===== config.mk =====
export PLATFORM = sky130hd
export DESIGN_NAME = plcu_mul
export DESIGN_NICKNAME = d
export VERILOG_FILES = /design/src/sv/plcu_pkg.sv /design/src/sv/plcu_mul.sv
export SDC_FILE = /design/constraint.sdc
export NUM_CORES = 2
export LEC_CHECK = 0
export BUFFER_PORTS_ARGS = -buffer_cell sky130_fd_sc_hd__buf_2
export CORE_MARGIN = 4
export CORE_UTILIZATION = 35
export DETAILED_ROUTE_END_ITERATION = 8
export GPL_TIMING_DRIVEN = 0
export SLEW_MARGIN = 5
export SYNTH_ARGS = -nofsm -noshare
export SYNTH_HDL_FRONTEND = slang
export SYNTH_SLANG_ARGS = --single-unit

===== constraint.sdc =====
create_clock -name clk -period 17.1 [get_ports clk]
set_input_delay 2.565 -clock clk [delete_from_list [all_inputs] [get_ports clk]]
set_output_delay 2.565 -clock clk [all_outputs]
set_load 0.03 [all_outputs]

===== src/sv/plcu_pkg.sv =====
`default_nettype none
// ----------------------------------------------------------------------------
// plcu_pkg
// Shared types and constants of the particle lifetime/color update pipeline.
// ----------------------------------------------------------------------------
package plcu_pkg;

  localparam int NUM_CH     = 4;
  localparam int IN_BITS    = 248;
  localparam int OUT_BITS   = 160;

  // Input item layout (tdata bit offsets)
  localparam int IN_LIFE_LO  = 0;
  localparam int IN_LEVEL_LO = 32;
  localparam int IN_RATE_LO  = 96;
  localparam int IN_SIZE_LO  = 180;
  localparam int IN_SRATE_LO = 212;

  // Result item layout (tdata bit offsets)
  localparam int OUT_LIFE_LO  = 0;
  localparam int OUT_LEVEL_LO = 32;
  localparam int OUT_BYTE_LO  = 96;
  localparam int OUT_SIZE_LO  = 128;

  localparam logic [15:0] LEVEL_MAX = 16'hFF00;

  // Register indexes, decoded from paddr[2]
  localparam logic REG_FRAME_STEP   = 1'b0;
  localparam logic REG_AGING_FROZEN = 1'b1;

  // After lifetime update
  typedef struct packed {
    logic                      killed;
    logic [31:0]               new_life;
    logic [NUM_CH-1:0][15:0]   level;
    logic [NUM_CH-1:0][20:0]   rate;
    logic [31:0]               size;
    logic [31:0]               size_rate;
    logic [15:0]               step;
  } s1_t;

  // After multiply and floor shift
  typedef struct packed {
    logic                      killed;
    logic [31:0]               new_life;
    logic [NUM_CH-1:0][15:0]   level;
    logic [NUM_CH-1:0][21:0]   delta;
    logic [31:0]               size;
    logic [32:0]               size_delta;
  } s2_t;

endpackage
`default_nettype wire


===== src/sv/plcu_mul.sv =====
`default_nettype none
// ----------------------------------------------------------------------------
// plcu_mul
// Stage 2: rate times frame step for four channels and the size, floor >> 16.
// ----------------------------------------------------------------------------
module plcu_mul (
  input  wire logic          clk,
  input  wire logic          rst_n,
  input  wire logic          en,
  input  wire logic          in_valid,
  input  plcu_pkg::s1_t      s1,
  output logic               valid_r,
  output plcu_pkg::s2_t      s2_r
);

  plcu_pkg::s2_t                            s2_nxt;
  logic signed [plcu_pkg::NUM_CH-1:0][37:0] prod;
  logic signed [48:0]                       size_prod;

  always_comb begin
    for (int c = 0; c < plcu_pkg::NUM_CH; c++) begin
      prod[c]         = $signed(s1.rate[c]) * $signed({1'b0, s1.step});
      s2_nxt.delta[c] = prod[c][37:16];
    end
    size_prod         = $signed(s1.size_rate) * $signed({1'b0, s1.step});
    s2_nxt.size_delta = size_prod[48:16];
    s2_nxt.killed     = s1.killed;
    s2_nxt.new_life   = s1.new_life;
    s2_nxt.level      = s1.level;
    s2_nxt.size       = s1.size;
  end

  always_ff @(posedge clk) begin
    if (!rst_n) begin
      valid_r <= 1'b0;
    end else if (en) begin
      valid_r <= in_valid;
    end
  end

  always_ff @(posedge clk) begin
    if (en) begin
      s2_r <= s2_nxt;
    end
  end

endmodule
`default_nettype wire


==> summary.md <==
| Metric | Value |
|---|---|
| Setup TNS | 0 ps |
| Crit Path Category | in -> reg |
| Top sig layer | met5 |
| CP required | 17,470 ps |
| CP Launch Type | input port |
| ANT nets after route | 0 |
| IO Port Bufs | 501 |
| Clk sinks | 251 |
| Syn avg cell area | 9.53 um^2 |
| Async S/R FF share, synth | 0% |
| H-tree depth | 2 |
| Met3 WL | 27,700 um |
| Violated checks | capacitance limit, slew limit |
| Cell repeated most along the worst path | fa_1 |
| Worst setup margin | 5810 ps |
| Setup violators final | 0 |
| Core area | 0.208 mm^2 |
| Status | finished, violations left |
| Hold_buf cts | 0 |
| DRC violations left | 0 |
| Least-Margin Pin Slew | 1530 ps |
| M1 WL | 99,900 um |
| Crit path max-delay family | adder cells |
| CP max stage delay | 1140 ps |
| Fin. max-slew vios | 11 |
| Unrepaired setup endpoints after global routing | false |
| Clock skew | 0 ps |
| Per-cell routed wire length | 23.6 um |
| Synth warn | 0 |
| Die height | 465 um |
| Antenna violations before repair | 116 |
| DP HPWL | 219,000 um |
| Most numerous cell in the Yosys netlist | inv_1 |
| Hold Crit Class | reg -> reg |
| Initial Utilization | 35.3% |
| Slew Limit Headroom | -2.13% |
| First-pass GRT wire length | 389,000 um |
| Clk slew on worst S/H paths | 60 ps |
| Crit path capture type | flip-flop |
| Post-CTS sizing | 0 |
| Gr usage total | 24.6% |
| Area delta synth->final | 10.3% |
| Final hold viol count | 0 |
| Post-Syn Area | 0.0732 mm^2 |
| Clock Tree Buf Depth | 3 |
| Yosys top cell by area | fa_1 |
| CP max FO | 10 |
| Syn Nets | 10,300 |
| Post-synthesis sequential area ratio | 10.3% |
| Fillers | 21,100 |
| Drt initial violations | 4,148 |
| Die area | 0.217 mm^2 |
| Mapped Cells | 7,682 |
| TritonCTS clock tree | built |
| Count of max-cap constraint violations | 3 |
| GRT overflow | 0 |
| Post-CTS setup buffers | 0 |
| Slowest CP cell | clkbuf_1 |
| Number of synthesized flops with an enable pin | 250 |
| Netlist cell types | 62 |
| Crit share post-route | 66.0% |
| Detailed Route WL | 263,000 um |
| DIE WIDTH | 465 um |
| Max Freq | 88.6 MHz |
| Arr. time, crit path | 11,660 ps |
| Pre-CTS WS | 5460 ps |
| Largest net degree at the start of global routing | 108 |
| Final critical-path required period | 11,290 ps |
| # nets final | 10,800 |
| CTS buffer count | 36 |
| Synth cell count leaders | inv_1 (2,197), fa_1 (1,819), nand2_1 (1,134) |
| Iteration count of the initial detailed-routing pass | 6 |
| #FFs+latches synth | 251 |
| Via count | 54,500 |
| Synth area leaders | fa_1 (50%), inv_1 (11%), edfxtp_1 (10%) |
| CP Cell Sequence | clkbuf_1 -> clkbuf_1 -> clkbuf_1 -> nand2_1 -> fa_1 -> fa_1 -> fa_1 -> inv_1 -> fa_1 -> fa_1 -> inv_1 -> fa_1 -> inv_1 -> ha_1 -> a21oi_1 -> o2111ai_1 -> a221oi_1 -> o21ai_0 -> nor3_1 -> a2111oi_2 -> nor2_1 -> o221ai_1 -> xnor2_1 |
| Top-area cell type share of the netlist area | 49.7% |
| CP bufs+invs | 6 |
| Met2 wire length | 120,000 um |
| Layout cells sized above 1 | 7.35% |
| Root buffer cell | clkbuf_16 |
| Ys flop type | edfxtp_1 |
| I/O pins | 516 |
| Vias in the first global route | 58,600 |
| Clock Latency Late Sink | 640 ps |
| Placement Rows | 167 |
| Via density per instance | 4.90 |
| GP Congestion | 0.978 |
[cell type report]
type	count	area, um^2	area share [%]
Inverter	2197	8250	10.2
Clock inverter	23	246	0.305
Tap cell	2788	3490	4.32
Timing Repair Buffer	509	2680	3.32
Clock buffer	43	927	1.15
Antenna cell	75	188	0.232
Multi-Input combinational cell	4918	56300	69.6
Sequential cell	251	7530	9.31
Buffer	316	1230	1.52
[worst min-delay path: cells and delay by family (launching register included)]
family | cells | cell delay [ps]
DFF | 1 | 330
muxes | 1 | 70
and+or+nand+nor | 1 | 100
[through the flow]
stage | area [um^2] | hold WS (ps) | utilization (%) | instances
after floorplan | 73200 | 640 | - | 7682
after global routing | 80700 | 571 | 38.8 | 11100
after CTS | 80600 | 535 | 38.8 | 11000
after detailed placement | 79400 | 513 | 38.2 | 11000
final | 80800 | 523 | 38.9 | 11100
after global placement | 79200 | 490 | 38.2 | 11000
[placed cells by master (no fill, tap or decap), types with 5 or more instances in the layout]
cell,count
nand4_1,15
o21a_1,26
a21oi_1,118
ha_1,487
diode_2,75
nand2b_1,10
and2_1,763
a31oi_1,8
o2111ai_1,6
nor3_1,23
clkbuf_1,290
xnor2_1,107
clkbuf_16,36
nor2_1,83
a211o_1,7
a21o_1,58
and3_1,20
o31ai_1,7
or3_1,7
a211oi_1,18
nand3_1,20
inv_1,2197
buf_2,500
nor2b_1,8
fa_1,1819
edfxtp_1,250
o21ai_0,59
clkinv_1,5
o21bai_1,9
clkbuf_2,33
xor2_1,37
nand2_1,1134
[final timing paths]
check,start,to,slack [ps],cells after the start
setup / recovery,s1[4],s2_r[32],5810,23
hold / removal,valid_r,valid_r,520,2
setup reg to reg,valid_r,valid_r,16510,2
hold reg to reg,valid_r,valid_r,520,2
[registers in the layout, summed over array words and instances, names as in the netlist]
name,cells
valid_r,1
s2_r,250
[layer usage]
metal | vias to the layer above | global-route usage (%)
li1 | 23200 | -
met1 | 28000 | 30.8
met2 | 2636 | 38.7
met3 | 607 | 6.76
met4 | 46 | 12.8
met5 | - | 0
[cells by family (layout without fill, tap and decap cells)]
kind of cell	Yosys count	in the layout	share of synthesized area, %
XOR/XNOR	144	144	1.72
adder cells (fa/ha/maj)	2306	2306	58.0
flip-flops	251	251	10.3
buffers and inverters	2513	3088	12.9
AND/OR/NAND/NOR	2098	2098	13.7
multiplexers	3	3	0.0410
other	0	75	0
AO/OA/AOI/OAI	367	367	3.33
Power is left out: the tool's default activity adds up to more than one toggle a clock period on the data nets, which glitch-free logic cannot reach.
