<file path="config.mk">
export PLATFORM = sky130hd
export DESIGN_NAME = plcu_front
export DESIGN_NICKNAME = d
export VERILOG_FILES = /design/src/sv/plcu_pkg.sv /design/src/sv/plcu_front.sv
export SDC_FILE = /design/constraint.sdc
export NUM_CORES = 1
export LEC_CHECK = 0
export BUFFER_PORTS_ARGS = -buffer_cell sky130_fd_sc_hd__buf_4
export CAP_MARGIN = 20
export CELL_PAD_IN_SITES_DETAIL_PLACEMENT = 0
export CELL_PAD_IN_SITES_GLOBAL_PLACEMENT = 1
export CORE_AREA = 2 2 204 206
export DETAILED_ROUTE_END_ITERATION = 16
export DIE_AREA = 0 0 206 208
export GPL_TIMING_DRIVEN = 0
export HOLD_SLACK_MARGIN = 0.1
export PLACE_DENSITY_LB_ADDON = 0.1
export SETUP_SLACK_MARGIN = 0.5
export SLEW_MARGIN = 0
export SYNTH_ARGS = -nofsm -noshare
export SYNTH_HDL_FRONTEND = slang
export SYNTH_SLANG_ARGS = --single-unit
export TNS_END_PERCENT = 1
</file>
<file path="constraint.sdc">
create_clock -name clk -period 2.7 [get_ports clk]
set_input_delay 0.27 -clock clk [delete_from_list [all_inputs] [get_ports clk]]
set_output_delay 0.27 -clock clk [all_outputs]
set_load 0.02 [all_outputs]
</file>
<file path="src/sv/plcu_pkg.sv">
`default_nettype none
// ----------------------------------------------------------------------------
// plcu_pkg
// Shared types and constants of the particle lifetime/color update pipeline.
// ----------------------------------------------------------------------------
package plcu_pkg;

  localparam int NUM_CH     = 4;
  localparam int IN_BITS    = 248;
  localparam int OUT_BITS   = 160;

  // Input item layout (tdata bit offsets)
  localparam int IN_LIFE_LO  = 0;
  localparam int IN_LEVEL_LO = 32;
  localparam int IN_RATE_LO  = 96;
  localparam int IN_SIZE_LO  = 180;
  localparam int IN_SRATE_LO = 212;

  // Result item layout (tdata bit offsets)
  localparam int OUT_LIFE_LO  = 0;
  localparam int OUT_LEVEL_LO = 32;
  localparam int OUT_BYTE_LO  = 96;
  localparam int OUT_SIZE_LO  = 128;

  localparam logic [15:0] LEVEL_MAX = 16'hFF00;

  // Register indexes, decoded from paddr[2]
  localparam logic REG_FRAME_STEP   = 1'b0;
  localparam logic REG_AGING_FROZEN = 1'b1;

  // After lifetime update
  typedef struct packed {
    logic                      killed;
    logic [31:0]               new_life;
    logic [NUM_CH-1:0][15:0]   level;
    logic [NUM_CH-1:0][20:0]   rate;
    logic [31:0]               size;
    logic [31:0]               size_rate;
    logic [15:0]               step;
  } s1_t;

  // After multiply and floor shift
  typedef struct packed {
    logic                      killed;
    logic [31:0]               new_life;
    logic [NUM_CH-1:0][15:0]   level;
    logic [NUM_CH-1:0][21:0]   delta;
    logic [31:0]               size;
    logic [32:0]               size_delta;
  } s2_t;

endpackage
`default_nettype wire

</file>
<file path="src/sv/plcu_front.sv">
`default_nettype none
// ----------------------------------------------------------------------------
// plcu_front
// Stage 1: unpack the input item and age the lifetime with saturation.
// ----------------------------------------------------------------------------
module plcu_front (
  input  wire logic                          clk,
  input  wire logic                          rst_n,
  input  wire logic                          en,
  input  wire logic                          in_valid,
  input  wire logic [plcu_pkg::IN_BITS-1:0]  in_data,
  input  wire logic [15:0]                   frame_step,
  input  wire logic                          aging_frozen,
  output logic                               valid_r,
  output plcu_pkg::s1_t                      s1_r
);

  plcu_pkg::s1_t     s1_nxt;
  logic signed [32:0] diff;
  logic [15:0]        age;

  always_comb begin
    age  = aging_frozen ? 16'd0 : frame_step;
    diff = $signed({in_data[plcu_pkg::IN_LIFE_LO+31], in_data[plcu_pkg::IN_LIFE_LO +: 32]})
         - $signed({17'd0, age});
    s1_nxt.killed = diff[32];
    // clamp underflow at the most negative value
    if (diff[32] && !diff[31]) begin
      s1_nxt.new_life = 32'h8000_0000;
    end else begin
      s1_nxt.new_life = diff[31:0];
    end
    for (int c = 0; c < plcu_pkg::NUM_CH; c++) begin
      s1_nxt.level[c] = in_data[plcu_pkg::IN_LEVEL_LO + 16*c +: 16];
      s1_nxt.rate[c]  = in_data[plcu_pkg::IN_RATE_LO + 21*c +: 21];
    end
    s1_nxt.size      = in_data[plcu_pkg::IN_SIZE_LO +: 32];
    s1_nxt.size_rate = in_data[plcu_pkg::IN_SRATE_LO +: 32];
    s1_nxt.step      = frame_step;
  end

  always_ff @(posedge clk) begin
    if (!rst_n) begin
      valid_r <= 1'b0;
    end else if (en) begin
      valid_r <= in_valid;
    end
  end

  always_ff @(posedge clk) begin
    if (en) begin
      s1_r <= s1_nxt;
    end
  end

endmodule
`default_nettype wire

</file>
==> impl_metrics.toml, run 1 <==
[layout]
postLayoutCellArea_sq_mm = 0.0177
seq_area_sq_mm = 0.00786
multiInputGateArea_sq_mm = 0.00148
fin_util = 0.436
fin_cells = 1845
drive_gt1_frac = 0.466
fill_cells = 3809
nets = 1574
syn_to_final_growth_pct = 90.4

[routing]
num_vias = 7277
firstDrtPassIters = 4
wirelength_microns = 35800
ant_nets = 0
route.detailed.drc = 0
drt_iter0_drc = 298
wire_per_inst_microns = 19.4
viasPerCell = 3.94

[logic_synthesis]
async_flop_share = 0
synth_flop_cell = "edfxtp_1"
syn-cell-area_sq_mm = 0.00928
synth_nets = 760
synth_cell_type_count = 50
syn_inst = 474
synth_edf_count = 261
yosys_register_bits = 262
synth_warnings = 0
avgSynthCellArea_sq_um = 19.6
synth-seq-area-share = 0.846

[timing]
period_needed_ns = 2.52
setup_violations = 0
timing.fmax_mhz = 396
drv_slew = 0
slew_headroom = 0.523
finalHoldViolCount = 0
fin_setup_tns_ns = 0
skew_ns = 0
setup_ws_ns = 0.177
fin_crit_sh = 0.934
worstMarginPinSlew_ns = 0.715
rsz0062_at_grt = "yes"

[grt]
grt_max_degree = 90
antenna_found_initial = 4
overflow = 0
track_usage = 0.159
grt_pass1_wl_microns = 49800
grt_pass1_vias = 7521

[worst_setup_path]
critPathArrivalTime_ns = 2.79
end_kind = "flop"
critical_path.max_fanout = 8
worst_setup_path_start_kind = "primary input"
required_ns = 2.97
path_class = "in2reg"

[power_and_ir_drop]
leakagePower_uw = 0.00731
switching_share = 0.247
p_per_area_mw_per_mm2 = 641
switchingPower_uw = 2800
p_clk_frac = 0.379
pwr-share-seq = 0.439
p_int_uw = 8520
pwr-share-comb = 0.183
ir_drop_uv = 368

[clock_network]
clk_pin_slew_worst_paths_ns = 0.05
cts.sinks = 262
clockRootBuffer = "clkbuf_16"
clock_latency_ns = 0.52
cts.htree.levels = 2
cts_buffers = 34
cts_tree = "yes"
cts_buffer_depth = 3

[floorplan]
rows = 74
die_w_microns = 206
core_area_sq_mm = 0.0406
fp.dieH_microns = 208
die-area_sq_mm = 0.0428
initial_utilization = 0.229
io_pins = 531

[placement]
placed_area_sq_mm = 0.0140
pre_cts_ws_ns = -0.837
place.gp.congestion = 0.752
post-dp-hpwl_microns = 26400
io_buffers = 525
dp.cells = 1533

[min_path]
hp-class = "in2reg"

[run_status]
outcome = "finished clean"

[job]
cap_violations = 0
## sequential cells by signal, summed over array words and instances (netlist names)
name and cells:
valid_r 1, s1_r 261
## stage by stage
| step | hold slack, ns | total power (uW) |
|---|---|---|
| global route | 0.116 | 11800 |
| finish | 0.138 | 11300 |
| global placement | 0.448 | 6800 |
| floorplan | 0.369 | 5740 |
| detailed placement | 0.449 | 6810 |
| CTS | 0.106 | 11500 |
## power groups by stage
stage | logic (uW) | registers, uW | clock network, uW
after global routing | 2190 | 5000 | 4620
after global placement | 1750 | 5060 | 0
after floorplan | 239 | 5500 | 0
final | 2070 | 4970 | 4290
after CTS | 2080 | 4970 | 4460
after detailed placement | 1760 | 5050 | 0
## worst paths after layout
path	endpoint	cells after the start	from	slack, ns
setup / recovery	s1_r[243]$_SDFFCE_PP0P_	13	aging_frozen	0.18
hold / removal	s1_r[247]$_SDFFCE_PP0P_	3	in_data[19]	0.14
setup reg to reg	valid_r$_SDFFE_PN0P_	3	valid_r$_SDFFE_PN0P_	1.54
hold reg to reg	valid_r$_SDFFE_PN0P_	3	valid_r$_SDFFE_PN0P_	1.09
## timing repair
item	CTS	global route
gates cloned	0	2
hold buffers	240	0
hold endpoints to repair	240	0
buffers inserted	3	6
pin swaps	3	10
setup endpoints to repair	32	32
resized for setup	10	17
## kinds of logic after synthesis
group | synth area share
DFF | 0.846
and+or+nand+nor | 0.0566
AOI/OAI and AO/OA | 0.0402
xor gates and xnor gates | 0.0236
adders and majority gates | 0.0237
buffers and inverters | 0.00728
muxes | 0.00229
## final cells by class
cell class | count | share of cell area
Antenna cell | 3 | 0.000425
Buffer | 7 | 0.00382
Clock buffer | 50 | 0.0563
Clock inverter | 8 | 0.00340
Inverter | 7 | 0.00149
Multi-Input combinational cell | 198 | 0.0839
Sequential cell | 262 | 0.445
Tap cell | 532 | 0.0377
Timing Repair Buffer | 778 | 0.369
## layout by cell type, fill, tap and decap left out, drive strengths merged, types with 5 or more instances in the layout
cell,n
nand2,11
nand2b,21
o21ai,8
a21oi,19
nor3,8
nor2,39
a21o,6
clkinv,7
xor2,12
edfxtp,261
inv,7
a211oi,5
clkbuf,52
dlygate4sd3,240
xnor2,13
nand3,6
buf,543
ha,16
nor2b,5
## synth_stat cells (all sizes together) (2+ instances only)
cell type / count / area share
nand3: 6 / 0.0038
clkbuf: 2 / 0.00081
a21oi: 19 / 0.011
a211oi: 5 / 0.0046
ha: 16 / 0.022
edfxtp: 261 / 0.84
inv: 7 / 0.0028
xor2: 12 / 0.011
nor3: 8 / 0.0061
a21o: 6 / 0.0049
nand2: 11 / 0.0044
nor2b: 5 / 0.0042
o211ai: 2 / 0.0016
and3: 3 / 0.0020
xnor2: 13 / 0.012
buf: 5 / 0.0036
nor2: 39 / 0.016
o21a: 2 / 0.0016
o21ai: 8 / 0.0043
a31oi: 3 / 0.0020
nand2b: 21 / 0.014
## worst max-delay path, stage by stage
cell and delay [ns]:
buf_6 0.12, buf_6 0.13, nand2b_4 0.14, ha_4 0.23
nor2b_4 0.13, o31a_1 0.32, o32a_4 0.42, a21oi_4 0.19
nand3_2 0.13, o32ai_4 0.34, buf_6 0.18, clkbuf_16 0.15
nor2_1 0.04
## routing by layer
metal / vias to the layer above / global-route usage / routed length (microns)
met3: 45 / 0.0514 / 2740
met5: - / 0 / 13
li1: 3462 / - / -
met4: 2 / 0.0414 / 634
met2: 267 / 0.302 / 19600
met1: 3501 / 0.166 / 12800
No activity file was read; power rests on OpenSTA's default activity.
==> run 2, diff against run 1 <==
Settings changed: ABC_CLOCK_PERIOD_IN_PS from default to 2700, PLACE_DENSITY from default to 0.67, PLACE_DENSITY_LB_ADDON 0.1 to default.
==> impl_metrics.toml, run 2 (same netlist as run 1, synthesis figures left out) <==
[run_status]
outcome = "finished clean"

[timing]
setup_violations = 0
rsz0062_at_grt = "yes"
fin_crit_sh = 0.909
drv_slew = 0
fin_setup_tns_ns = 0
slew_headroom = 0.506
skew_ns = 0
worstMarginPinSlew_ns = 0.741
period_needed_ns = 2.45
finalHoldViolCount = 0
timing.fmax_mhz = 408

[routing]
wire_per_inst_microns = 19.4
wirelength_microns = 35900
viasPerCell = 4.05
ant_nets = 0
drt_iter0_drc = 340
firstDrtPassIters = 4
num_vias = 7480
route.detailed.drc = 0

[layout]
largest_reg_flops = 261
layout_common_cells = "buf_4, edfxtp_1, dlygate4sd3_1, nor2_1, clkbuf_16"
nets = 1572
reg_top3 = "s1_r (261), valid_r (1)"
regMostFlops = "s1_r"
drive_gt1_frac = 0.467
fin_cells = 1847
layout_commonest_cell = "buf_4"
syn_to_final_growth_pct = 90.1

[worst_setup_path]
critical_path.max_fanout = 10
end_kind = "flop"
crit_family = "compound AO/OA/AOI/OAI gates"
reg2reg_depth = 3
path_cells = "buf_4 -> clkbuf_8 -> nand2b_4 -> ha_4 -> nor2b_4 -> o31a_1 -> o32a_4 -> a21oi_4 -> nand3_2 -> o32ai_4 -> buf_6 -> buf_12 -> nor2_1"
cp.depth = 13
critPathBufInv = 4
critPathSlowestCell = "o32a_4"
worst_setup_path_start_kind = "primary input"
cpPeakStageDelay_ns = 0.36
path_class = "in2reg"
critPathArrivalTime_ns = 2.75
required_ns = 3.00

[placement]
io_buffers = 525
post-dp-hpwl_microns = 25500
place.gp.congestion = 0.819
dp.cells = 1533

[grt]
grt_pass1_wl_microns = 50800
grt_pass1_vias = 8074
antenna_found_initial = 4
grt_max_degree = 125
overflow = 0
track_usage = 0.159

[floorplan]
fp.dieH_microns = 208
io_pins = 531
rows = 74
core_area_sq_mm = 0.0406
die_w_microns = 206
initial_utilization = 0.229
die-area_sq_mm = 0.0428

[clock_network]
clk_pin_slew_worst_paths_ns = 0.05
cts_buffers = 30
cts.htree.levels = 1
clock_latency_ns = 0.55
cts_tree = "yes"
clockRootBuffer = "clkbuf_16"
cts_buffer_depth = 3
cts.sinks = 262

[power_and_ir_drop]
leakagePower_uw = 0.00729
ir_drop_uv = 375
p_per_area_mw_per_mm2 = 643

[job]
cap_violations = 0

[min_path]
hp-class = "in2reg"
min_path_cells = 3
run 2: final timing paths:
check / start / end / slack [ns]
max: aging_frozen / s1_r[244]$_SDFFCE_PP0P_ / 0.25
min: in_data[19] / s1_r[247]$_SDFFCE_PP0P_ / 0.13
max reg2reg: valid_r$_SDFFE_PN0P_ / valid_r$_SDFFE_PN0P_ / 1.53
min reg2reg: valid_r$_SDFFE_PN0P_ / valid_r$_SDFFE_PN0P_ / 1.09
run 2: worst reg2reg max path, stage by stage (launching register included):
cell	delay, ns
dfxtp_1	0.31
mux2i_1	0.13
nor2b_1	0.06
dlygate4sd3_1	0.56
run 2: timing repair:
item                                   in CTS  in global routing
buffers inserted                            5                  4
endpoints found under the hold margin     277                  0
gates resized for setup                    11                  9
setup endpoints to repair                  32                 32
pin swaps                                   3                  5
hold buffers                              244                  0
run 2: where the power goes:
group,switching [uW],internal [uW]
Clock,1700,2590
Combinational,1060,1020
Sequential,106,4870
run 2: layer usage:
layer  part of all wire  global-route usage  vias up
li1                   -                   -     3470
met1               0.36               0.172     3623
met2               0.52               0.289      321
met3              0.081              0.0426       66
met4              0.043              0.0714        0
met5                  0                   0        -
run 2: final cells by class:
cell class | instances | area (sq um)
timing repair buffer | 780 | 6510
tap | 532 | 666
sequential | 262 | 7860
fill | 3687 | 22900
inverter | 7 | 26.3
antenna | 5 | 12.5
buffer | 7 | 66.3
clock inverter | 19 | 241
multi-input combinational | 198 | 1470
clock buffer | 37 | 798
run 2: stage by stage:
step                power (uW)  hold WS, ns  utilization  area [sq um]  setup slack, ns
floorplan                 5740        0.369            -          9320          -0.0143
global placement          6790        0.448        0.344         13900           -0.814
detailed placement        6800        0.449        0.345         14000           -0.828
CTS                      11500        0.110        0.433         17600            0.241
global route             11800        0.175        0.435         17600            0.146
finish                   11300        0.129        0.435         17700            0.246
