==> src/sv/plcu_pkg.sv <==
`default_nettype none
// ----------------------------------------------------------------------------
// plcu_pkg
// Shared types and constants of the particle lifetime/color update pipeline.
// ----------------------------------------------------------------------------
package plcu_pkg;

  localparam int NUM_CH     = 4;
  localparam int IN_BITS    = 248;
  localparam int OUT_BITS   = 160;

  // Input item layout (tdata bit offsets)
  localparam int IN_LIFE_LO  = 0;
  localparam int IN_LEVEL_LO = 32;
  localparam int IN_RATE_LO  = 96;
  localparam int IN_SIZE_LO  = 180;
  localparam int IN_SRATE_LO = 212;

  // Result item layout (tdata bit offsets)
  localparam int OUT_LIFE_LO  = 0;
  localparam int OUT_LEVEL_LO = 32;
  localparam int OUT_BYTE_LO  = 96;
  localparam int OUT_SIZE_LO  = 128;

  localparam logic [15:0] LEVEL_MAX = 16'hFF00;

  // Register indexes, decoded from paddr[2]
  localparam logic REG_FRAME_STEP   = 1'b0;
  localparam logic REG_AGING_FROZEN = 1'b1;

  // After lifetime update
  typedef struct packed {
    logic                      killed;
    logic [31:0]               new_life;
    logic [NUM_CH-1:0][15:0]   level;
    logic [NUM_CH-1:0][20:0]   rate;
    logic [31:0]               size;
    logic [31:0]               size_rate;
    logic [15:0]               step;
  } s1_t;

  // After multiply and floor shift
  typedef struct packed {
    logic                      killed;
    logic [31:0]               new_life;
    logic [NUM_CH-1:0][15:0]   level;
    logic [NUM_CH-1:0][21:0]   delta;
    logic [31:0]               size;
    logic [32:0]               size_delta;
  } s2_t;

endpackage
`default_nettype wire

==> src/sv/plcu_back.sv <==
`default_nettype none
// ----------------------------------------------------------------------------
// plcu_back
// Stage 3: add deltas, clamp levels, saturate size, mask killed particles.
// ----------------------------------------------------------------------------
module plcu_back (
  input  wire logic                           clk,
  input  wire logic                           rst_n,
  input  wire logic                           en,
  input  wire logic                           in_valid,
  input  plcu_pkg::s2_t                       s2,
  output logic                                valid_r,
  output logic [plcu_pkg::OUT_BITS-1:0]       data_r,
  output logic                                killed_r
);

  logic [plcu_pkg::OUT_BITS-1:0] data_nxt;
  logic signed [22:0]            sum;
  logic [15:0]                   lvl;
  logic signed [33:0]            size_sum;
  logic [31:0]                   nsize;

  always_comb begin
    data_nxt = '0;
    data_nxt[plcu_pkg::OUT_LIFE_LO +: 32] = s2.new_life;
    for (int c = 0; c < plcu_pkg::NUM_CH; c++) begin
      sum = $signed({7'd0, s2.level[c]}) + $signed({s2.delta[c][21], s2.delta[c]});
      if (sum < 0) begin
        lvl = 16'd0;
      end else if (sum > $signed({7'd0, plcu_pkg::LEVEL_MAX})) begin
        lvl = plcu_pkg::LEVEL_MAX;
      end else begin
        lvl = sum[15:0];
      end
      if (s2.killed) begin
        lvl = 16'd0;
      end
      data_nxt[plcu_pkg::OUT_LEVEL_LO + 16*c +: 16] = lvl;
      data_nxt[plcu_pkg::OUT_BYTE_LO + 8*c +: 8]    = lvl[15:8];
    end
    size_sum = $signed({{2{s2.size[31]}}, s2.size})
             + $signed({s2.size_delta[32], s2.size_delta});
    if (!size_sum[33] && (size_sum[32] || size_sum[31])) begin
      nsize = 32'h7FFF_FFFF;
    end else if (size_sum[33] && !(size_sum[32] && size_sum[31])) begin
      nsize = 32'h8000_0000;
    end else begin
      nsize = size_sum[31:0];
    end
    if (s2.killed) begin
      nsize = 32'd0;
    end
    data_nxt[plcu_pkg::OUT_SIZE_LO +: 32] = nsize;
  end

  always_ff @(posedge clk) begin
    if (!rst_n) begin
      valid_r <= 1'b0;
    end else if (en) begin
      valid_r <= in_valid;
    end
  end

  always_ff @(posedge clk) begin
    if (en) begin
      data_r   <= data_nxt;
      killed_r <= s2.killed;
    end
  end

endmodule
`default_nettype wire

==> config.mk <==
export PLATFORM = sky130hd
export DESIGN_NAME = plcu_back
export DESIGN_NICKNAME = d
export VERILOG_FILES = /design/src/sv/plcu_pkg.sv /design/src/sv/plcu_back.sv
export SDC_FILE = /design/constraint.sdc
export NUM_CORES = 1
export LEC_CHECK = 0
export ABC_CLOCK_PERIOD_IN_PS = 7900
export BUFFER_PORTS_ARGS = -buffer_cell sky130_fd_sc_hd__clkbuf_2
export CAP_MARGIN = 20
export CORE_ASPECT_RATIO = 1.5
export CORE_MARGIN = 5
export CORE_UTILIZATION = 34
export DETAILED_ROUTE_END_ITERATION = 10
export PLACE_DENSITY = 0.63
export RECOVER_POWER = 25
export SLEW_MARGIN = 0
export SYNTH_ARGS = -nofsm -noshare
export SYNTH_HDL_FRONTEND = slang
export SYNTH_SLANG_ARGS = --single-unit
export TNS_END_PERCENT = 100
==> constraint.sdc <==
create_clock -name clk -period 7.9 [get_ports clk]
set_input_delay 1.185 -clock clk [delete_from_list [all_inputs] [get_ports clk]]
set_output_delay 1.185 -clock clk [all_outputs]
set_load 0.005 [all_outputs]
==> report_table.html <==
<table>
<tr><th>Metric</th><th>Value</th></tr>
<tr><th colspan="2">STA</th></tr>
<tr><td>Max Transition Viols Final</td><td>80</td></tr>
<tr><td>Number of failing setup endpoints in the final timing report</td><td>0</td></tr>
<tr><td>Clock Skews</td><td>0 ps</td></tr>
<tr><td>Post-route setup TNS</td><td>0 ps</td></tr>
<tr><td>Slack of the critical path</td><td>2800 ps</td></tr>
<tr><td>Worst slew margin relative to its limit</td><td>-186%</td></tr>
<tr><td>Transition time of the tightest slew-check pin</td><td>around 4300 ps</td></tr>
<tr><td>Highest clock frequency the design can meet</td><td>0.196 GHz</td></tr>
<tr><td>Part of the cycle the worst path needs</td><td>roughly 65%</td></tr>
<tr><td>Final critical delay including setup and external delays</td><td>approximately 5000 ps</td></tr>
<tr><td>Unrepaired setup endpoints after global routing</td><td>false</td></tr>
<tr><td>Final hold violation count</td><td>0</td></tr>
<tr><th colspan="2">Global route</th></tr>
<tr><td>Number of antenna violations at the first check in global routing</td><td>0</td></tr>
<tr><td>Vias in the first global route</td><td>9737</td></tr>
<tr><td>First-pass GRT wire length</td><td>just over 50 mm</td></tr>
<tr><td>Aggregate global routing overflow</td><td>0</td></tr>
<tr><td>Pin count of the biggest net entering global routing</td><td>80</td></tr>
<tr><td>Overall track demand over capacity in global routing</td><td>approximately 19%</td></tr>
<tr><th colspan="2">Power</th></tr>
<tr><td>Pwr Total</td><td>between 2 and 2.5 mW</td></tr>
<tr><td>P_leak</td><td>a little over 6 nW</td></tr>
<tr><td>Switching power of the nets</td><td>roughly 750 uW</td></tr>
<tr><td>Total internal power</td><td>between 1.5 and 2 mW</td></tr>
<tr><td>Share of total power in combinational logic</td><td>a little under a third</td></tr>
<tr><td>Peak VDD IR</td><td>between 0.08 and 0.09 mV</td></tr>
<tr><td>Power density over the cells</td><td>176 mW/mm^2</td></tr>
<tr><td>Switching fraction of total power</td><td>32.0%</td></tr>
<tr><td>Clock network power share</td><td>a little under a third</td></tr>
<tr><td>Sequential share of power</td><td>36.9%</td></tr>
<tr><th colspan="2">Outcome</th></tr>
<tr><td>Result of the run</td><td>finished with violations</td></tr>
<tr><td>Violations in the final reports</td><td>capacitance limit, slew limit</td></tr>
<tr><th colspan="2">Layout</th></tr>
<tr><td>Area growth from synthesis to final layout</td><td>26.5%</td></tr>
<tr><td>Fin nets</td><td>1815</td></tr>
<tr><td>Fraction of layout cells with a size suffix above 1</td><td>between 30% and 40%</td></tr>
<tr><td>Area of all placed cells without fillers</td><td>~0.013 mm^2</td></tr>
<tr><td>Fill cell instance count of the final layout</td><td>between 3000 and 4000</td></tr>
<tr><td>Post-Route Utilization</td><td>between 40% and 50%</td></tr>
<tr><td>Inserted Diodes</td><td>0</td></tr>
<tr><th colspan="2">Placement</th></tr>
<tr><td>Count of buffers inserted at the top-level ports</td><td>between 400 and 500</td></tr>
<tr><td>Placed wire-length estimate after detailed placement</td><td>approximately 28 mm</td></tr>
<tr><td>RePlAce Congestion</td><td>0.948</td></tr>
<tr><td>Area of placed instances</td><td>0.0128 mm^2</td></tr>
<tr><td>Pre-CTS WS</td><td>2940 ps</td></tr>
<tr><th colspan="2">Critical path</th></tr>
<tr><td>Data required time of the worst path</td><td>7960 ps</td></tr>
<tr><td>Delay of the slowest cell on the worst path</td><td>2950 ps</td></tr>
<tr><td>Capture point of the worst reg-to-reg path</td><td>valid_r</td></tr>
<tr><td>Setup Crit Path Kind</td><td>in -&gt; reg</td></tr>
<tr><td>Data arrival time at the worst-slack endpoint</td><td>between 5000 and 6000 ps</td></tr>
<tr><td>Worst reg2reg path depth</td><td>2</td></tr>
<tr><td>R2R Path Start</td><td>valid_r</td></tr>
<tr><td>Path length in cells of the critical path</td><td>2</td></tr>
<tr><td>Critical path launch point</td><td>en</td></tr>
<tr><td>Largest delay share family, worst path</td><td>buffers and inverters</td></tr>
<tr><td>Critical-path cell list</td><td>clkbuf_1 &gt; buf_4</td></tr>
<tr><td>Capturing instance or port of the critical path</td><td>data_r[33]</td></tr>
<tr><td>Buf+Inv Stages, Crit Path</td><td>2</td></tr>
<tr><td>Master of the slowest instance on the critical path</td><td>clkbuf_1</td></tr>
<tr><td>Slack of the worst reg-to-reg path</td><td>a little over 7000 ps</td></tr>
<tr><td>Endpoint type of the worst setup path</td><td>register</td></tr>
<tr><td>Top fanout value on the critical path</td><td>79</td></tr>
<tr><td>Element type at the critical path start</td><td>input pin</td></tr>
<tr><th colspan="2">Clock network</th></tr>
<tr><td>Number of buffers created by CTS</td><td>17</td></tr>
<tr><td>Clock H-tree levels</td><td>4</td></tr>
<tr><td>Clk buf depth</td><td>2</td></tr>
<tr><td>Count of instances resized after the clock tree is built</td><td>0</td></tr>
<tr><td>Clock tree from TritonCTS</td><td>yes</td></tr>
<tr><td>Number of buffers inserted by post-CTS setup repair</td><td>0</td></tr>
<tr><td>Clock-pin slew on the worst setup and hold paths</td><td>approximately 50 ps</td></tr>
<tr><td>Skew-Pair Late Insertion Delay</td><td>about 420 ps</td></tr>
<tr><td>Count of hold-fix buffers inserted at cts</td><td>0</td></tr>
<tr><td>Cell at the root of the clock tree</td><td>clkbuf_16</td></tr>
<tr><td>CTS Sinks</td><td>between 100 and 150</td></tr>
<tr><th colspan="2">Detailed routing</th></tr>
<tr><td>ANT nets after route</td><td>0</td></tr>
<tr><td>Via-to-Cell Ratio</td><td>approximately 5.3</td></tr>
<tr><td>First-pass DRT Iterations</td><td>5</td></tr>
<tr><td>DRC errors left</td><td>0</td></tr>
<tr><td>Mean routed wirelength per cell</td><td>~18 um</td></tr>
<tr><td>First DRT Iteration DRCs</td><td>about 440</td></tr>
<tr><td>Post-Route WL</td><td>33.8 mm</td></tr>
<tr><td>Routed via count</td><td>9934</td></tr>
<tr><th colspan="2">Die</th></tr>
<tr><td>Boundary Pins</td><td>416</td></tr>
<tr><td>Number of rows in the core area</td><td>79</td></tr>
<tr><td>Die X-Extent</td><td>between 150 and 200 um</td></tr>
<tr><td>Core Box Area</td><td>roughly 0.03 mm^2</td></tr>
<tr><td>Starting utilization of the core area</td><td>34.2%</td></tr>
<tr><td>Y dimension of the die</td><td>226 um</td></tr>
<tr><td>Die area</td><td>~0.035 mm^2</td></tr>
<tr><th colspan="2">Logic synthesis</th></tr>
<tr><td>Post-synth design cell area</td><td>roughly 0.011 mm^2</td></tr>
<tr><td>Proportion of register bits with asynchronous set or reset after synthesis</td><td>0%</td></tr>
<tr><td>Sequential element share of the synthesized area</td><td>36.9%</td></tr>
<tr><td>Count of flip-flops with a built-in enable after synthesis</td><td>129</td></tr>
<tr><td>Post-synth net total</td><td>between 1000 and 1500</td></tr>
<tr><td>Number of cells produced by synthesis</td><td>1075</td></tr>
<tr><td>Flip-flop and latch count after synthesis</td><td>130</td></tr>
<tr><td>Top FF cell, synth</td><td>edfxtp_1</td></tr>
<tr><td>YS warnings</td><td>0</td></tr>
<tr><td>Count of different cell masters after synthesis</td><td>80</td></tr>
<tr><td>Average instance area after synthesis</td><td>between 9 and 10 um^2</td></tr>
<tr><th colspan="2">Hold path</th></tr>
<tr><td>Class of the worst hold path</td><td>reg -&gt; reg</td></tr>
<tr><th colspan="2">Flow run</th></tr>
<tr><td>Max-capacitance violation count</td><td>1</td></tr>
</table>
logic make-up (layout without fill, tap and decap cells):
kind of cell	Yosys count	after routing	share of synthesized area (%)
fa+ha+maj	102	102	12.4
buf+inv	80	477	4.33
mux	10	10	0.972
xor+xnor	81	81	6.72
flops	130	130	36.9
simple gates	316	316	15.5
compound gates	356	356	23.1
synthesized netlist by cell type (all sizes together) (5+ instances only):
cell type	number	area (um^2)
edfxtp	129	3870
a21oi	104	524
ha	97	1210
nor2	72	270
o21ai	72	435
nand2	63	236
a21o	41	308
xor2	41	359
buf	40	307
xnor2	40	350
nand3	29	145
nor3	29	155
inv	26	97.6
a211oi	25	200
and3	19	119
nor2b	19	119
nand4	18	113
o21a	18	135
clkbuf	14	52.6
nand2b	11	68.8
o211ai	11	92.6
and2	10	62.6
a31oi	9	56.3
o31ai	9	72.6
mux2i	8	80.1
o21bai	8	60.1
nor4	7	50.1
or2	7	43.8
or3	7	43.8
o41ai	6	52.6
a211o	5	43.8
fa	5	100
nor3b	5	42.5
o2111ai	5	43.8
or4	5	37.5
area by class of cell:
| cell class | instances | area, um^2 | area share [%] |
|---|---|---|---|
| Clock buffer | 22 | 454 | 3.40 |
| Timing Repair Buffer | 419 | 2100 | 15.7 |
| Tap cell | 405 | 507 | 3.79 |
| Sequential cell | 130 | 3890 | 29.2 |
| Multi-Input combinational cell | 865 | 6210 | 46.5 |
| Inverter | 26 | 97.6 | 0.731 |
| Clock inverter | 10 | 88.8 | 0.665 |
power groups by stage:
stage	sequential (mW)	clock (mW)	combinational, mW
after CTS	0.870	0.763	0.754
after detailed placement	0.884	0	0.750
after global placement	0.882	0	0.745
final	0.870	0.739	0.747
after global routing	0.876	0.796	0.827
after floorplan	0.882	0	0.474
routing by layer:
metal	routed length [um]	vias up	track usage, %
li1	-	4883	-
met1	12200	4632	19.4
met2	18700	373	36.0
met3	2020	46	3.59
met4	870	0	6.98
met5	0	-	0
placed cells by master, fill, tap and decap left out, drive strengths merged, types with 27 or more instances in the layout:
cell type  count
clkbuf       438
edfxtp       129
a21oi        104
ha            97
nor2          72
o21ai         72
nand2         63
a21o          41
xor2          41
xnor2         40
nand3         29
nor3          29
inv           27
state kept, by name, indices dropped and copies added, names as in the netlist:
register,count
valid_r,1
data_r,128
killed_r,1
worst min-delay path by stage:
| stage | start | end | depth (start not counted) | slack [ps] |
|---|---|---|---|---|
| floorplan | valid_r | valid_r | 2 | 510 |
| global placement | valid_r | valid_r | 2 | 500 |
| detailed placement | valid_r | valid_r | 2 | 510 |
| CTS | valid_r | valid_r | 2 | 540 |
| global route | valid_r | valid_r | 2 | 570 |
| finish | valid_r | valid_r | 2 | 540 |
metrics by stage:
stage | instances | hold WS (ps)
after detailed placement | 1844 | 513
after floorplan | 1075 | 507
after global routing | 1877 | 569
after global placement | 1844 | 502
final | 1877 | 537
after CTS | 1876 | 535
Power figures use the tool's default switching activity.
